--- src/sv/utf8d_pkg.sv ---
`timescale 1ns / 1ps
// ----------------------------------------------------------------------------
// UTF-8 decoder package
// Shared types, constants and byte classification helpers of the UTF-8 to
// UCS-2 decoder.
// ----------------------------------------------------------------------------
package utf8d_pkg;

   localparam int unsigned InIdxWidth  = 15;
   localparam int unsigned UnitWidth   = 16;
   localparam int unsigned LenWidth    = 3;
   localparam int unsigned QueueDepth  = 4;
   localparam int unsigned PtrWidth    = $clog2(QueueDepth);
   localparam int unsigned CountWidth  = $clog2(QueueDepth + 1);

   localparam logic [InIdxWidth-1:0] IndexMax     = '1;
   localparam logic [InIdxWidth-1:0] MaxInReset   = 15'h7fff;
   localparam logic [UnitWidth-1:0]  MaxOutReset  = 16'hffff;

   localparam logic [7:0] ContMask  = 8'hc0;
   localparam logic [7:0] ContTag   = 8'h80;
   localparam logic [7:0] PayMask   = 8'h3f;
   localparam logic [7:0] Lead2Mask = 8'he0;
   localparam logic [7:0] Lead3Mask = 8'hf0;
   localparam logic [7:0] Lead4Mask = 8'hf8;
   localparam logic [7:0] Lead5Mask = 8'hfc;
   localparam logic [7:0] Lead6Mask = 8'hfe;
   localparam logic [7:0] Lead3Min  = 8'he0;
   localparam logic [7:0] Lead4Min  = 8'hf0;
   localparam logic [7:0] Lead5Min  = 8'hf8;
   localparam logic [7:0] Lead6Min  = 8'hfc;
   localparam logic [7:0] Lead2Bad  = 8'hc0;

   localparam logic CsrMaxInBytes  = 1'b0;
   localparam logic CsrMaxOutUnits = 1'b1;

   typedef struct packed {
      logic                 is_end;
      logic [UnitWidth-1:0] code_unit;
      logic [LenWidth-1:0]  seq_len;
      logic [UnitWidth-1:0] unit_count;
      logic                 last_of_run;
   } result_type;

   typedef struct packed {
      logic [1:0] count;
      result_type first;
      result_type second;
   } emit_type;

   function automatic logic is_overlong(input logic [7:0] lead, input logic [7:0] b1);
      logic hit;
      hit = 1'b0;
      if (lead == Lead3Min) hit = (b1 & Lead2Mask) == ContTag;
      else if (lead == Lead4Min) hit = (b1 & Lead3Mask) == ContTag;
      else if (lead == Lead5Min) hit = (b1 & Lead4Mask) == ContTag;
      else if (lead == Lead6Min) hit = (b1 & Lead5Mask) == ContTag;
      return hit;
   endfunction

   function automatic logic [LenWidth-1:0] lead_len(input logic [7:0] b);
      logic [LenWidth-1:0] len;
      len = '0;
      if ((b & Lead2Mask) == Lead2Bad) begin
         if ((b & Lead6Mask) != Lead2Bad) len = 3'd2;
      end else if ((b & Lead3Mask) == Lead3Min) begin
         len = 3'd3;
      end else if ((b & Lead4Mask) == Lead4Min) begin
         len = 3'd4;
      end else if ((b & Lead5Mask) == Lead5Min) begin
         len = 3'd5;
      end else if ((b & Lead6Mask) == Lead6Min) begin
         len = 3'd6;
      end
      return len;
   endfunction

   function automatic logic [7:0] lead_bits(input logic [LenWidth-1:0] len,
                                            input logic [7:0] b);
      logic [7:0] mask;
      mask = 8'h00;
      case (len)
         3'd2:    mask = 8'h1f;
         3'd3:    mask = 8'h0f;
         3'd4:    mask = 8'h07;
         3'd5:    mask = 8'h03;
         3'd6:    mask = 8'h01;
         default: mask = 8'h00;
      endcase
      return b & mask;
   endfunction

endpackage

--- src/sv/utf8d_decode.sv ---
`timescale 1ns / 1ps
// ----------------------------------------------------------------------------
// UTF-8 sequence decoder
// Holds the open sequence and the string counters, and turns one accepted
// byte combinationally into zero, one or two results.
// ----------------------------------------------------------------------------
module utf8d_decode (
   input  logic                                clock,
   input  logic                                reset,
   input  logic                                accept,
   input  logic [7:0]                          in_byte,
   input  logic                                end_of_string,
   input  logic [utf8d_pkg::InIdxWidth-1:0]    max_in_bytes,
   input  logic [utf8d_pkg::UnitWidth-1:0]     max_out_units,
   output utf8d_pkg::emit_type                 emit
);
   import utf8d_pkg::*;

   logic [7:0]            lead_ff, lead_in;
   logic [LenWidth-1:0]   need_ff, need_in;
   logic [LenWidth-1:0]   seen_ff, seen_in;
   logic [UnitWidth-1:0]  pv_ff, pv_in;
   logic [InIdxWidth-1:0] index_ff, index_in;
   logic [UnitWidth-1:0]  units_ff, units_in;
   logic                  halted_ff, halted_in;

   logic                  consumed;
   logic                  str_end;
   logic                  unit_hit;
   logic [UnitWidth-1:0]  unit_val;
   logic [LenWidth-1:0]   unit_len;
   logic [LenWidth-1:0]   new_len;
   logic [UnitWidth-1:0]  units_inc;
   result_type            unit_res;
   result_type            end_res;

   assign units_inc = units_ff + 16'd1;
   assign new_len   = lead_len(in_byte);

   always_comb begin
      lead_in   = lead_ff;
      need_in   = need_ff;
      seen_in   = seen_ff;
      pv_in     = pv_ff;
      index_in  = (index_ff != IndexMax) ? index_ff + 15'd1 : index_ff;
      units_in  = units_ff;
      halted_in = halted_ff;
      consumed  = 1'b0;
      str_end   = 1'b0;
      unit_hit  = 1'b0;
      unit_val  = '0;
      unit_len  = '0;

      if (need_ff != '0) begin
         if ((in_byte & ContMask) == ContTag) begin
            consumed = 1'b1;
            if (seen_ff == 3'd1 && is_overlong(lead_ff, in_byte)) begin
               lead_in = '0;
               need_in = '0;
               seen_in = '0;
               pv_in   = '0;
            end else begin
               pv_in   = {pv_ff[9:0], in_byte[5:0]};
               seen_in = seen_ff + 3'd1;
               if (seen_in >= need_ff) begin
                  unit_hit = 1'b1;
                  unit_val = pv_in;
                  unit_len = need_ff;
                  units_in = units_inc;
                  lead_in  = '0;
                  need_in  = '0;
                  seen_in  = '0;
                  pv_in    = '0;
               end
            end
         end else begin
            lead_in = '0;
            need_in = '0;
            seen_in = '0;
            pv_in   = '0;
         end
      end

      if (!consumed) begin
         if (in_byte == 8'h00) begin
            str_end = 1'b1;
         end else if (!halted_ff) begin
            if (units_ff >= max_out_units || index_ff >= max_in_bytes) begin
               halted_in = 1'b1;
            end else if (!in_byte[7]) begin
               unit_hit = 1'b1;
               unit_val = {8'h00, in_byte};
               unit_len = 3'd1;
               units_in = units_inc;
            end else if (new_len != '0) begin
               lead_in = in_byte;
               need_in = new_len;
               seen_in = 3'd1;
               pv_in   = {8'h00, lead_bits(new_len, in_byte)};
            end
         end
      end

      if (end_of_string) str_end = 1'b1;

      if (str_end) begin
         lead_in   = '0;
         need_in   = '0;
         seen_in   = '0;
         pv_in     = '0;
         index_in  = '0;
         units_in  = '0;
         halted_in = 1'b0;
      end
   end

   always_comb begin
      unit_res.is_end      = 1'b0;
      unit_res.code_unit   = unit_val;
      unit_res.seq_len     = unit_len;
      unit_res.unit_count  = units_inc;
      unit_res.last_of_run = !str_end;

      end_res.is_end       = 1'b1;
      end_res.code_unit    = '0;
      end_res.seq_len      = '0;
      end_res.unit_count   = unit_hit ? units_inc : units_ff;
      end_res.last_of_run  = 1'b1;

      emit.first  = unit_hit ? unit_res : end_res;
      emit.second = end_res;
      if (!accept) emit.count = 2'd0;
      else emit.count = {1'b0, unit_hit} + {1'b0, str_end};
   end

   always_ff @(posedge clock) begin
      if (reset) begin
         lead_ff   <= '0;
         need_ff   <= '0;
         seen_ff   <= '0;
         pv_ff     <= '0;
         index_ff  <= '0;
         units_ff  <= '0;
         halted_ff <= 1'b0;
      end else if (accept) begin
         lead_ff   <= lead_in;
         need_ff   <= need_in;
         seen_ff   <= seen_in;
         pv_ff     <= pv_in;
         index_ff  <= index_in;
         units_ff  <= units_in;
         halted_ff <= halted_in;
      end
   end

endmodule

--- src/sv/utf8_to_ucs2_decoder_unit.sv ---
`timescale 1ns / 1ps
// ----------------------------------------------------------------------------
// UTF-8 to UCS-2 decoder unit
// Decodes a UTF-8 byte stream of 1 to 6 byte forms into 16-bit code units
// and closes each string with an end beat that carries the unit count.
// ----------------------------------------------------------------------------
// The unit takes one byte per cycle while the queue has room and answers with
// one result beat per cycle while a beat waits and rsp_ready is high. Each byte
// is decoded in the cycle it is accepted and its results go into a four-entry
// result queue; a byte is accepted whenever that queue has room for two beats.
// A byte that completes a code unit and also ends the string makes two beats,
// and every other byte streams at one per cycle while rsp_ready stays high.
// The user writes limit registers only while the unit is idle (not enforced).
module utf8_to_ucs2_decoder_unit (
   input  logic                               clock,
   input  logic                               reset,
   input  logic                               req_valid,
   output logic                               req_ready,
   input  logic [7:0]                         req_in_byte,
   input  logic                               req_end_of_string,
   output logic                               rsp_valid,
   input  logic                               rsp_ready,
   output logic                               rsp_is_end,
   output logic [utf8d_pkg::UnitWidth-1:0]    rsp_code_unit,
   output logic [utf8d_pkg::LenWidth-1:0]     rsp_seq_len,
   output logic [utf8d_pkg::UnitWidth-1:0]    rsp_unit_count,
   output logic                               rsp_last_of_run,
   input  logic                               csr_we,
   input  logic                               csr_index,
   input  logic [utf8d_pkg::UnitWidth-1:0]    csr_wdata
);
   import utf8d_pkg::*;

   logic [InIdxWidth-1:0] max_in_ff;
   logic [UnitWidth-1:0]  max_out_ff;

   result_type            queue_ff [QueueDepth];
   logic [PtrWidth-1:0]   wr_ptr_ff, wr_ptr_in;
   logic [PtrWidth-1:0]   rd_ptr_ff, rd_ptr_in;
   logic [CountWidth-1:0] count_ff, count_in;

   logic                  req_accept;
   logic                  rsp_accept;
   emit_type              emit;
   result_type            head;

   assign req_ready  = count_ff <= CountWidth'(QueueDepth - 2);
   assign req_accept = req_valid && req_ready;
   assign rsp_valid  = count_ff != '0;
   assign rsp_accept = rsp_valid && rsp_ready;

   always_ff @(posedge clock) begin
      if (reset) begin
         max_in_ff  <= MaxInReset;
         max_out_ff <= MaxOutReset;
      end else if (csr_we) begin
         case (csr_index)
            CsrMaxInBytes:  max_in_ff  <= csr_wdata[InIdxWidth-1:0];
            CsrMaxOutUnits: max_out_ff <= csr_wdata;
            default:        max_out_ff <= max_out_ff;
         endcase
      end
   end

   utf8d_decode u_decode (
      .clock         (clock),
      .reset         (reset),
      .accept        (req_accept),
      .in_byte       (req_in_byte),
      .end_of_string (req_end_of_string),
      .max_in_bytes  (max_in_ff),
      .max_out_units (max_out_ff),
      .emit          (emit)
   );

   always_comb begin
      wr_ptr_in = wr_ptr_ff + PtrWidth'(emit.count);
      rd_ptr_in = rd_ptr_ff + PtrWidth'(rsp_accept);
      count_in  = count_ff + CountWidth'(emit.count) - CountWidth'(rsp_accept);
   end

   always_ff @(posedge clock) begin
      if (emit.count != 2'd0) queue_ff[wr_ptr_ff] <= emit.first;
      if (emit.count == 2'd2) queue_ff[wr_ptr_ff + PtrWidth'(1)] <= emit.second;
   end

   always_ff @(posedge clock) begin
      if (reset) begin
         wr_ptr_ff <= '0;
         rd_ptr_ff <= '0;
         count_ff  <= '0;
      end else begin
         wr_ptr_ff <= wr_ptr_in;
         rd_ptr_ff <= rd_ptr_in;
         count_ff  <= count_in;
      end
   end

   assign head            = queue_ff[rd_ptr_ff];
   assign rsp_is_end      = head.is_end;
   assign rsp_code_unit   = head.code_unit;
   assign rsp_seq_len     = head.seq_len;
   assign rsp_unit_count  = head.unit_count;
   assign rsp_last_of_run = head.last_of_run;

   // The queue never holds more beats than it has entries.
   assert property (@(posedge clock) disable iff (reset)
      count_ff <= CountWidth'(QueueDepth))
      else $error("result queue overflow");

   // An end beat always closes the run of its byte and carries no code unit.
   assert property (@(posedge clock) disable iff (reset)
      rsp_valid && rsp_is_end |-> rsp_last_of_run && rsp_code_unit == '0 && rsp_seq_len == '0)
      else $error("malformed end beat");

   // A code unit beat always carries a sequence length and a nonzero count.
   assert property (@(posedge clock) disable iff (reset)
      rsp_valid && !rsp_is_end |-> rsp_seq_len != '0 && rsp_unit_count != '0)
      else $error("malformed code unit beat");

   // An empty queue that takes no byte shows no beat in the next cycle.
   assert property (@(posedge clock) disable iff (reset)
      count_ff == '0 && !req_accept |=> !rsp_valid)
      else $error("beat appeared without a byte");

endmodule
--- config.mk ---
export PLATFORM = sky130hd
export DESIGN_NAME = utf8_to_ucs2_decoder_unit
export DESIGN_NICKNAME = d
export VERILOG_FILES = /design/src/sv/utf8d_pkg.sv /design/src/sv/utf8d_decode.sv /design/src/sv/utf8_to_ucs2_decoder_unit.sv
export SDC_FILE = /design/constraint.sdc
export NUM_CORES = 1
export LEC_CHECK = 0
export BUFFER_PORTS_ARGS = -buffer_cell sky130_fd_sc_hd__buf_2
export CORE_MARGIN = 2
export CORE_UTILIZATION = 65
export CTS_BUF_LIST = sky130_fd_sc_hd__clkbuf_8 sky130_fd_sc_hd__clkbuf_16
export CTS_CLUSTER_SIZE = 30
export DETAILED_ROUTE_END_ITERATION = 10
export PLACE_DENSITY_LB_ADDON = 0.3
export SLEW_MARGIN = 20
export SYNTH_ARGS = -nofsm -noshare
export SYNTH_HDL_FRONTEND = slang
export SYNTH_SLANG_ARGS = --single-unit
--- constraint.sdc ---
create_clock -name clock -period 7.55 [get_ports clock]
set_clock_uncertainty 0.15 [all_clocks]
set_input_delay 1.51 -clock clock [delete_from_list [all_inputs] [get_ports clock]]
set_output_delay 1.51 -clock clock [all_outputs]
set_load 0.02 [all_outputs]
After elaboration in Yosys (flattened, before gate mapping)
Memory sizes are Yosys's and may differ from the RTL's. A register that Yosys moved wholly into a read port is not among the register bits.
Index checks and enable logic that the tools add are counted.
{"block": "word_totals", "elab_cells": 188, "ram_bits": 148, "output_inout_bits": 39, "reg_bits": 100, "inputBits": 31, "memories": 1}
{"block": "classes", "eq_ne": 25, "reduce_logical": 15, "add_sub_neg": 9, "bitwise_logic": 2, "mux": 120, "order_cmp": 4}
{"name": "queue_ff", "words": 4, "width": 37, "rd": 1, "rd_clocked_by_memory_dff": 1, "write_ports": 2, "line_no": "utf8_to_ucs2_decoder_unit.sv:37", "source": "result_type queue_ff [QueueDepth];"}
{"op": "two-way mux 16 bit", "n": 31}
{"op": "two-way mux 8 bit", "n": 17}
{"op": "two-way mux 3 bit", "n": 36}
{"op": "two-way mux 37 bit", "n": 1}
{"op": "equality test 8 bit, second input constant", "n": 4}
{"op": "two-way mux 15 bit", "n": 2}
{"op": "two-way mux 1 bit", "n": 29}
{"op": "case mux 5 bit (5 select lines)", "n": 1}
{"op": "adder 16 x 1 -> 16 bit, second input constant", "n": 1}
{"op": "greater-or-equal comparator 16 bit", "n": 1}
{"op": "adder 15 x 1 -> 15 bit, second input constant", "n": 1}
{"op": "equality test 3 bit, second input constant", "n": 5}
{"op": "greater-or-equal comparator 15 bit", "n": 1}
{"op": "!= test 15 bit, second input constant", "n": 1}
{"op": "equality test 6 bit, second input constant", "n": 2}
{"op": "equality test 5 bit, second input constant", "n": 2}
{"op": "nonzero test 3 bit", "n": 3}
{"op": "AND 8 bit", "n": 1}
{"op": "equality test 4 bit, second input constant", "n": 2}
{"op": "zero test 8 bit", "n": 1}
{"op": "equality test 7 bit, second input constant", "n": 1}
{"op": "!= test 7 bit, second input constant", "n": 1}
{"op": "equality test 3 x 2 -> 1 bit, second input constant", "n": 2}
{"op": "two-way mux 2 bit", "n": 3}
{"op": "20 further kinds", "n": 26}

Longest topological paths before layout
{"block": "depth", "ltp_word": 22, "depth_mapped": 17, "ltp_nobuf": 17}

Modules after synthesis
From an unflattened synthesis, not the netlist that was laid out.
{"block": "hier_totals", "hier_cells": 1100, "area_unflattened_um2": 13596.8}
{"mod": "utf8_to_ucs2_decoder_unit", "area_each_um2": 9190.1, "seq_area_each_um2": 5205.0, "n_inst": 1, "cells_per_inst": 528}
{"mod": "utf8d_decode", "area_each_um2": 4406.7, "seq_area_each_um2": 1121.1, "n_inst": 1, "cells_per_inst": 572}

Worst setup path after synthesis
No wires, ideal clock.
{"block": "synth_path", "path_type": "input port to flip-flop", "from": "input req_in_byte[7]", "to": "register count_ff[1]", "setup_time_ps": 128, "cell_stages": 14, "slack_ps": 3174, "arrival_ps": 4098, "required_ps": 7272, "n_path_buf": 1, "path_cell_list": "buf_4 inv_1 or3_1 a31o_2 nor2_4 o32ai_1 a221o_1 and2_1 inv_1 ha_1 inv_1 ha_1 fa_1 nor2b_1"}
{"block": "synth_between", "elab_chain_cells": 20, "elab_cells_between_ends": 30, "classes_between": "3 x add/sub; 5 x eq/ne; 20 x mux; 2 x reduce/logical"}
{"item": "start: declaration", "line_no": "utf8_to_ucs2_decoder_unit.sv:19", "source": "input logic [7:0] req_in_byte,"}
{"item": "equality test 6 bit", "line_no": "utf8d_pkg.sv:57", "source": "else if (lead == Lead6Min) hit = (b1 & Lead5Mask) == ContTag;"}
{"item": "two-way mux 1 bit", "line_no": "utf8d_pkg.sv:57"}
{"item": "two-way mux 1 bit", "line_no": "utf8d_pkg.sv:56", "source": "else if (lead == Lead5Min) hit = (b1 & Lead4Mask) == ContTag;"}
{"item": "two-way mux 1 bit", "line_no": "utf8d_pkg.sv:55", "source": "else if (lead == Lead4Min) hit = (b1 & Lead3Mask) == ContTag;"}
{"item": "two-way mux 1 bit", "line_no": "utf8d_pkg.sv:54", "source": "if (lead == Lead3Min) hit = (b1 & Lead2Mask) == ContTag;"}
{"item": "two-way mux 1 bit", "line_no": "utf8d_decode.sv:55", "source": "if ((in_byte & ContMask) == ContTag) begin"}
{"item": "two-way mux 1 bit", "line_no": "utf8d_decode.sv:54", "source": "if (need_ff != '0) begin"}
{"item": "logical AND 1 bit", "line_no": "utf8d_decode.sv:57", "source": "if (seen_ff == 3'd1 && is_overlong(lead_ff, in_byte)) begin"}
{"item": "[5 not listed]"}
{"item": "two-way mux 1 bit", "line_no": "utf8d_decode.sv:87", "source": "end else if (!halted_ff) begin"}
{"item": "two-way mux 1 bit", "line_no": "utf8d_decode.sv:85", "source": "if (in_byte == 8'h00) begin"}
{"item": "two-way mux 1 bit", "line_no": "utf8d_decode.sv:84", "source": "if (!consumed) begin"}
{"item": "adder 1 x 1 -> 2 bit *", "line_no": "utf8d_decode.sv:133", "source": "else emit.count = {1'b0, unit_hit} + {1'b0, str_end};"}
{"item": "two-way mux 2 bit *", "line_no": "utf8d_decode.sv:132", "source": "if (!accept) emit.count = 2'd0;"}
{"item": "adder 3 x 2 -> 3 bit *", "line_no": "utf8_to_ucs2_decoder_unit.sv:79", "source": "count_in = count_ff + CountWidth'(emit.count) - CountWidth'(rsp_accept);"}
{"item": "subtractor 3 x 1 -> 3 bit *", "line_no": "utf8_to_ucs2_decoder_unit.sv:79"}
{"item": "named net count_in[1]", "line_no": "utf8_to_ucs2_decoder_unit.sv:40", "source": "logic [CountWidth-1:0] count_ff, count_in;"}
{"item": "end signal: assignment", "line_no": "utf8_to_ucs2_decoder_unit.sv:95", "source": "count_ff <= count_in;"}
{"item": "end: declaration", "line_no": "utf8_to_ucs2_decoder_unit.sv:40"}
The timed path passes the listed nets; every way through them passes the cells marked *. The select of a mux whose other input is x is not followed.
A chain may end at the register's enable or synchronous reset.

Worst setup path after layout
Same ends and word-level chain as after synthesis.

==> results <==
- The number of slew-limit violations in the final report is 0.
- The data required time at the worst endpoint is ~7.8 ns.
- The die covers about 0.019 mm2.
- The number of enable-type register cells in the synthesized netlist is between 60 and 70.
- Once layout is complete, the utilization of the core stands at about 73%.
- Walking the worst path, the cells encountered are buf_2 -> inv_1 -> or3_1 -> a31o_2 -> nor2_4 -> o32ai_1 -> a221o_1 -> and2_1 -> inv_1 -> ha_1 -> inv_1 -> ha_1 -> fa_1 -> nor2b_1.
- For this run, design rule violations remaining after detail routing come to 0.
- In this run, the number of DRC markers left after iteration 0 of detailed routing was between 800 and 900.
- The area fraction in compound gates after synthesis is approximately 15%.
- After technology mapping, the gate count stands at around 1200.
- The floorplan step set the die width to around 140 um.
- The register bit total from synthesis is 242.
- The residual antenna-violating net count after detailed routing is 0.
- The basic-gate share of the synthesized area counting and, or, nand and nor cells is between 15 and 20%.
- The number of buffers inserted to repair setup after CTS is 0.
- The detailed-router iteration count before antenna repair is 6.
- The largest family of logic cells by synthesized area is simple AND/OR/NAND/NOR gates.
- The post-synthesis xor/xnor area fraction is 2.46%.
- Detailed placement finished with a half-perimeter wire length of approximately 20000 um.
- The number of antenna violations at the first check in global routing is 0.
- The critical path is of the in -> reg type.
- Entering global routing, the biggest net connects 50 pins.
- The delay of the slowest cell on the worst path is between 0.5 and 0.6 ns.
- The worst register-to-register path has a depth of 10.
- The net switching power is ~1.1 mW.
- The yosys synthesis warning count is 0.
- In this run the clock root is driven by a sky130_fd_sc_hd__clkbuf_16.
- The quantity of hold-fixing buffers added after cts is 0.
- The transition time of the tightest slew-check pin is 1.05 ns.
- The critical path runs through a total of 14 cells.
- In this run, flip-flops and latches consume 42.5% of the power.
- The library cell contributing the largest single delay on the critical path is sky130_fd_sc_hd__nor2_4.
- The element type at the critical path end is a flip-flop.
- The most common library cell in the layout ignoring fill and taps is sky130_fd_sc_hd__dfxtp_1.
- The final period demand of the worst path is 4.69 ns.
- The maximum buffer depth of the clock tree is 3.
- Counting flops with an async set or reset pin after synthesis yields a share of 0%.
- The routed length per instance is about 21 um.
- The floorplan has between 40 and 50 rows.
- The post-synthesis to final-layout area growth is 10.3%.
- Along the worst hold path, the cell count comes to 2.
- The number of inserted diodes is 0.
- The proportion of layout cells with a drive suffix above 1 is 16.0%.
- CTS saw approximately 240 sinks.
- The design internal power is 2.56 mW.
- The final-report hold violation count is 0.
- In this run, distinct cell masters in the synthesized netlist total 76.
- Sequential cells were found to cover 46.6% of the synthesized design area.
- The layout net count is approximately 1300.
- For this run, the total global-route usage over all layers was measured as about a third.
- The worst pin sits at a relative slew slack of between 20% and 30%.
- The global route total overflow is 0.
- The number of global-route vias before repair is slightly above 9000.
- Counting the buffers created by CTS gives 25.
- The routed wire length is ~30000 um.
- Setup violations remaining at the end of the flow were counted as 0.
- The first-pass GRT wire length is about 50000 um.
- The run finished with clean final reports.
- After routing, the total negative slack on setup checks comes to 0 ns.
- The worst-case vdd ir drop is between 0.0003 and 0.0004 V.
- The standby leakage power is between 5 and 6 nW.
- The clock edge transition at the registers on the reported setup and hold paths is ~0.060 ns.
- In this run the power density over the cells is around 280 mW/mm2.
- Dividing the synthesized area by the synthesized cell count gives about 10 um2.
- The worst hold slack is 0.304 ns.
- The synthesized netlist devotes around 4.7% of its cell area to adder and majority cells.
- In this run, the clock network consumes about a third of the power.
- The arrival time reported for the critical path endpoint is 4.94 ns.
- The cell area after layout is ~0.013 mm2.
- The most used flip-flop cell after synthesis is sky130_fd_sc_hd__dfxtp_1.
- The floorplan step defined a core boundary enclosing around 0.018 mm2.
- In this run, the combinational gates consume 23.2% of the power.
- Max-cap violations in this run came to 0.
- Measured against the total synthesized area, the mux share comes to approximately 7.5%.
- The total power is 3.69 mW.
- The critical path contains buffers and inverters numbering 4 combined.
- Dividing the final minimum period by the clock period gives 62.2%.
- The maximum clock frequency is around 0.21 GHz.
- The synthesized netlist net count is about 1300.
- The number of I/O pins is 70.
- After detailed routing, the number of vias per cell comes to between 6 and 7.
- Once the floorplan was initialized, standard cells occupied about two thirds of the core.
- Setup repair after global routing left no endpoint under its margin.
- The clock tree from TritonCTS is built.
- Routability-driven placement finished with a final weighted congestion of around 0.94.
- The source-to-sink clock delay at the later pin of the worst-skew pair is between 0.5 and 0.6 ns.
- The most frequent cell on the critical path is sky130_fd_sc_hd__inv_1.
- In this run the cell area measured after placement is 0.0121 mm2.
- The critical-path maximum fanout is 24.
- The CTS H-tree depth is 1.
- Measured along the y axis, the die boundary spans 139 um.
- The kind of launch point of the worst setup path is an input pin.
- The library cells used most frequently in the layout, excluding fill and tap cells, are sky130_fd_sc_hd__dfxtp_1, sky130_fd_sc_hd__nor2_1, sky130_fd_sc_hd__nand2_1.
- The switching part of the total is a little under a third.
- In this run the tool buffered the top-level ports with between 60 and 70 buffer cells.
- Among cell families on the critical path, the largest total delay comes from simple AND/OR/NAND/NOR gates.
- The worst hold path class is reg -> reg.
- The number of vias in the routed layout is roughly 9600.
- The number of instances resized during post-cts repair is 0.
- The synthesized area is between 0.01 and 0.015 mm2.
## sequential cells by signal, summed over array words and instances, names as in the netlist
register and flops:
u_decode.need_ff 3, u_decode.halted_ff 1, wr_ptr_ff 2, u_decode.index_ff 15
u_decode.units_ff 16, queue_ff 148, u_decode.seen_ff 3, max_in_ff 15
u_decode.lead_ff 8, u_decode.pv_ff 10, rd_ptr_ff 2, max_out_ff 16
count_ff 3
## final cells by class
cell class	count	area (um2)
Clock buffer	29	703
Clock inverter	17	146
Fill cell	1254	4870
Inverter	56	210
Multi-Input combinational cell	809	5700
Sequential cell	242	5490
Tap cell	229	287
Timing Repair Buffer	81	435
## synthesized netlist by cell type, types with 7 or more instances
library cell               number  area [um2]
sky130_fd_sc_hd__a21o_1         8        60.1
sky130_fd_sc_hd__a21oi_1       74         370
sky130_fd_sc_hd__a22o_1        32         280
sky130_fd_sc_hd__a31oi_1       12        75.1
sky130_fd_sc_hd__a32o_1        15         150
sky130_fd_sc_hd__a32oi_1        9        78.8
sky130_fd_sc_hd__and2_1        11        68.8
sky130_fd_sc_hd__and3_1        17         106
sky130_fd_sc_hd__and4_1         8        70.1
sky130_fd_sc_hd__buf_1         10        37.5
sky130_fd_sc_hd__buf_2         17        85.1
sky130_fd_sc_hd__buf_4          8        60.1
sky130_fd_sc_hd__clkbuf_1      41         154
sky130_fd_sc_hd__dfxtp_1      178        3560
sky130_fd_sc_hd__edfxtp_1      64        1920
sky130_fd_sc_hd__ha_1          43         538
sky130_fd_sc_hd__inv_1         55         206
sky130_fd_sc_hd__mux4_2        37         833
sky130_fd_sc_hd__nand2_1      118         443
sky130_fd_sc_hd__nand3_1       99         495
sky130_fd_sc_hd__nand4_1       17         106
sky130_fd_sc_hd__nor2_1       125         469
sky130_fd_sc_hd__nor2b_1        7        43.8
sky130_fd_sc_hd__nor3_1        15        75.1
sky130_fd_sc_hd__o211ai_1      19         143
sky130_fd_sc_hd__o21ai_0       21         105
sky130_fd_sc_hd__or3_1         12        75.1
sky130_fd_sc_hd__xnor2_1       11        96.3
sky130_fd_sc_hd__xor2_1        22         193
## power groups by stage
stage	clock network [mW]	registers (mW)	logic [mW]
2_1_floorplan	0	1.55	0.623
3_3_place_gp	0	1.58	0.821
3_5_place_dp	0	1.59	0.842
4_1_cts	1.27	1.56	0.852
5_1_grt	1.32	1.58	0.914
6_report	1.27	1.57	0.854
## through the flow
stage                     std cells  setup WS (ns)
after CTS                      1463           2.90
after detailed placement       1417           2.43
final                          1463           2.86
after global placement         1417           2.52
after global routing           1463           2.71
after floorplan                1188           3.17
## path summary, 6_finish.rpt
| check | start | end | slack [ns] |
|---|---|---|---|
| worst min register to register | queue_ff[2][30] | queue_ff[2][30] | 0.30 |
| worst min-delay path | queue_ff[2][30] | queue_ff[2][30] | 0.30 |
| worst max-delay path | req_in_byte[7] | count_ff[1] | 2.86 |
| worst max register to register | u_decode.units_ff[0] | queue_ff[2][9] | 3.30 |
## layer usage
metal | track usage (%) | vias to the layer above | wire [um]
met5 | 0 | - | 0
met1 | 44.9 | 4613 | 12500
li1 | - | 4396 | -
met2 | 50.0 | 528 | 14100
met3 | 5.33 | 71 | 2910
met4 | 9.18 | 0 | 765
## worst register-to-register path: cells and delay by family (launching register included)
family          cells  cell delay, ns
compound gates      5            2.05
flops               1            0.50
fa+ha+maj           1            0.28
simple gates        2            0.46
buf+inv             2            0.47
## kinds of logic (layout without fill, tap and decap cells)
logic type	after synthesis	after routing
muxes	42	42
xor gates and xnor gates	33	33
and+or+nand+nor	454	454
adders and majority gates	44	44
AOI/OAI and AO/OA	236	236
buffers and inverters	137	183
DFF	242	242
No activity file was read; power rests on OpenSTA's default activity.
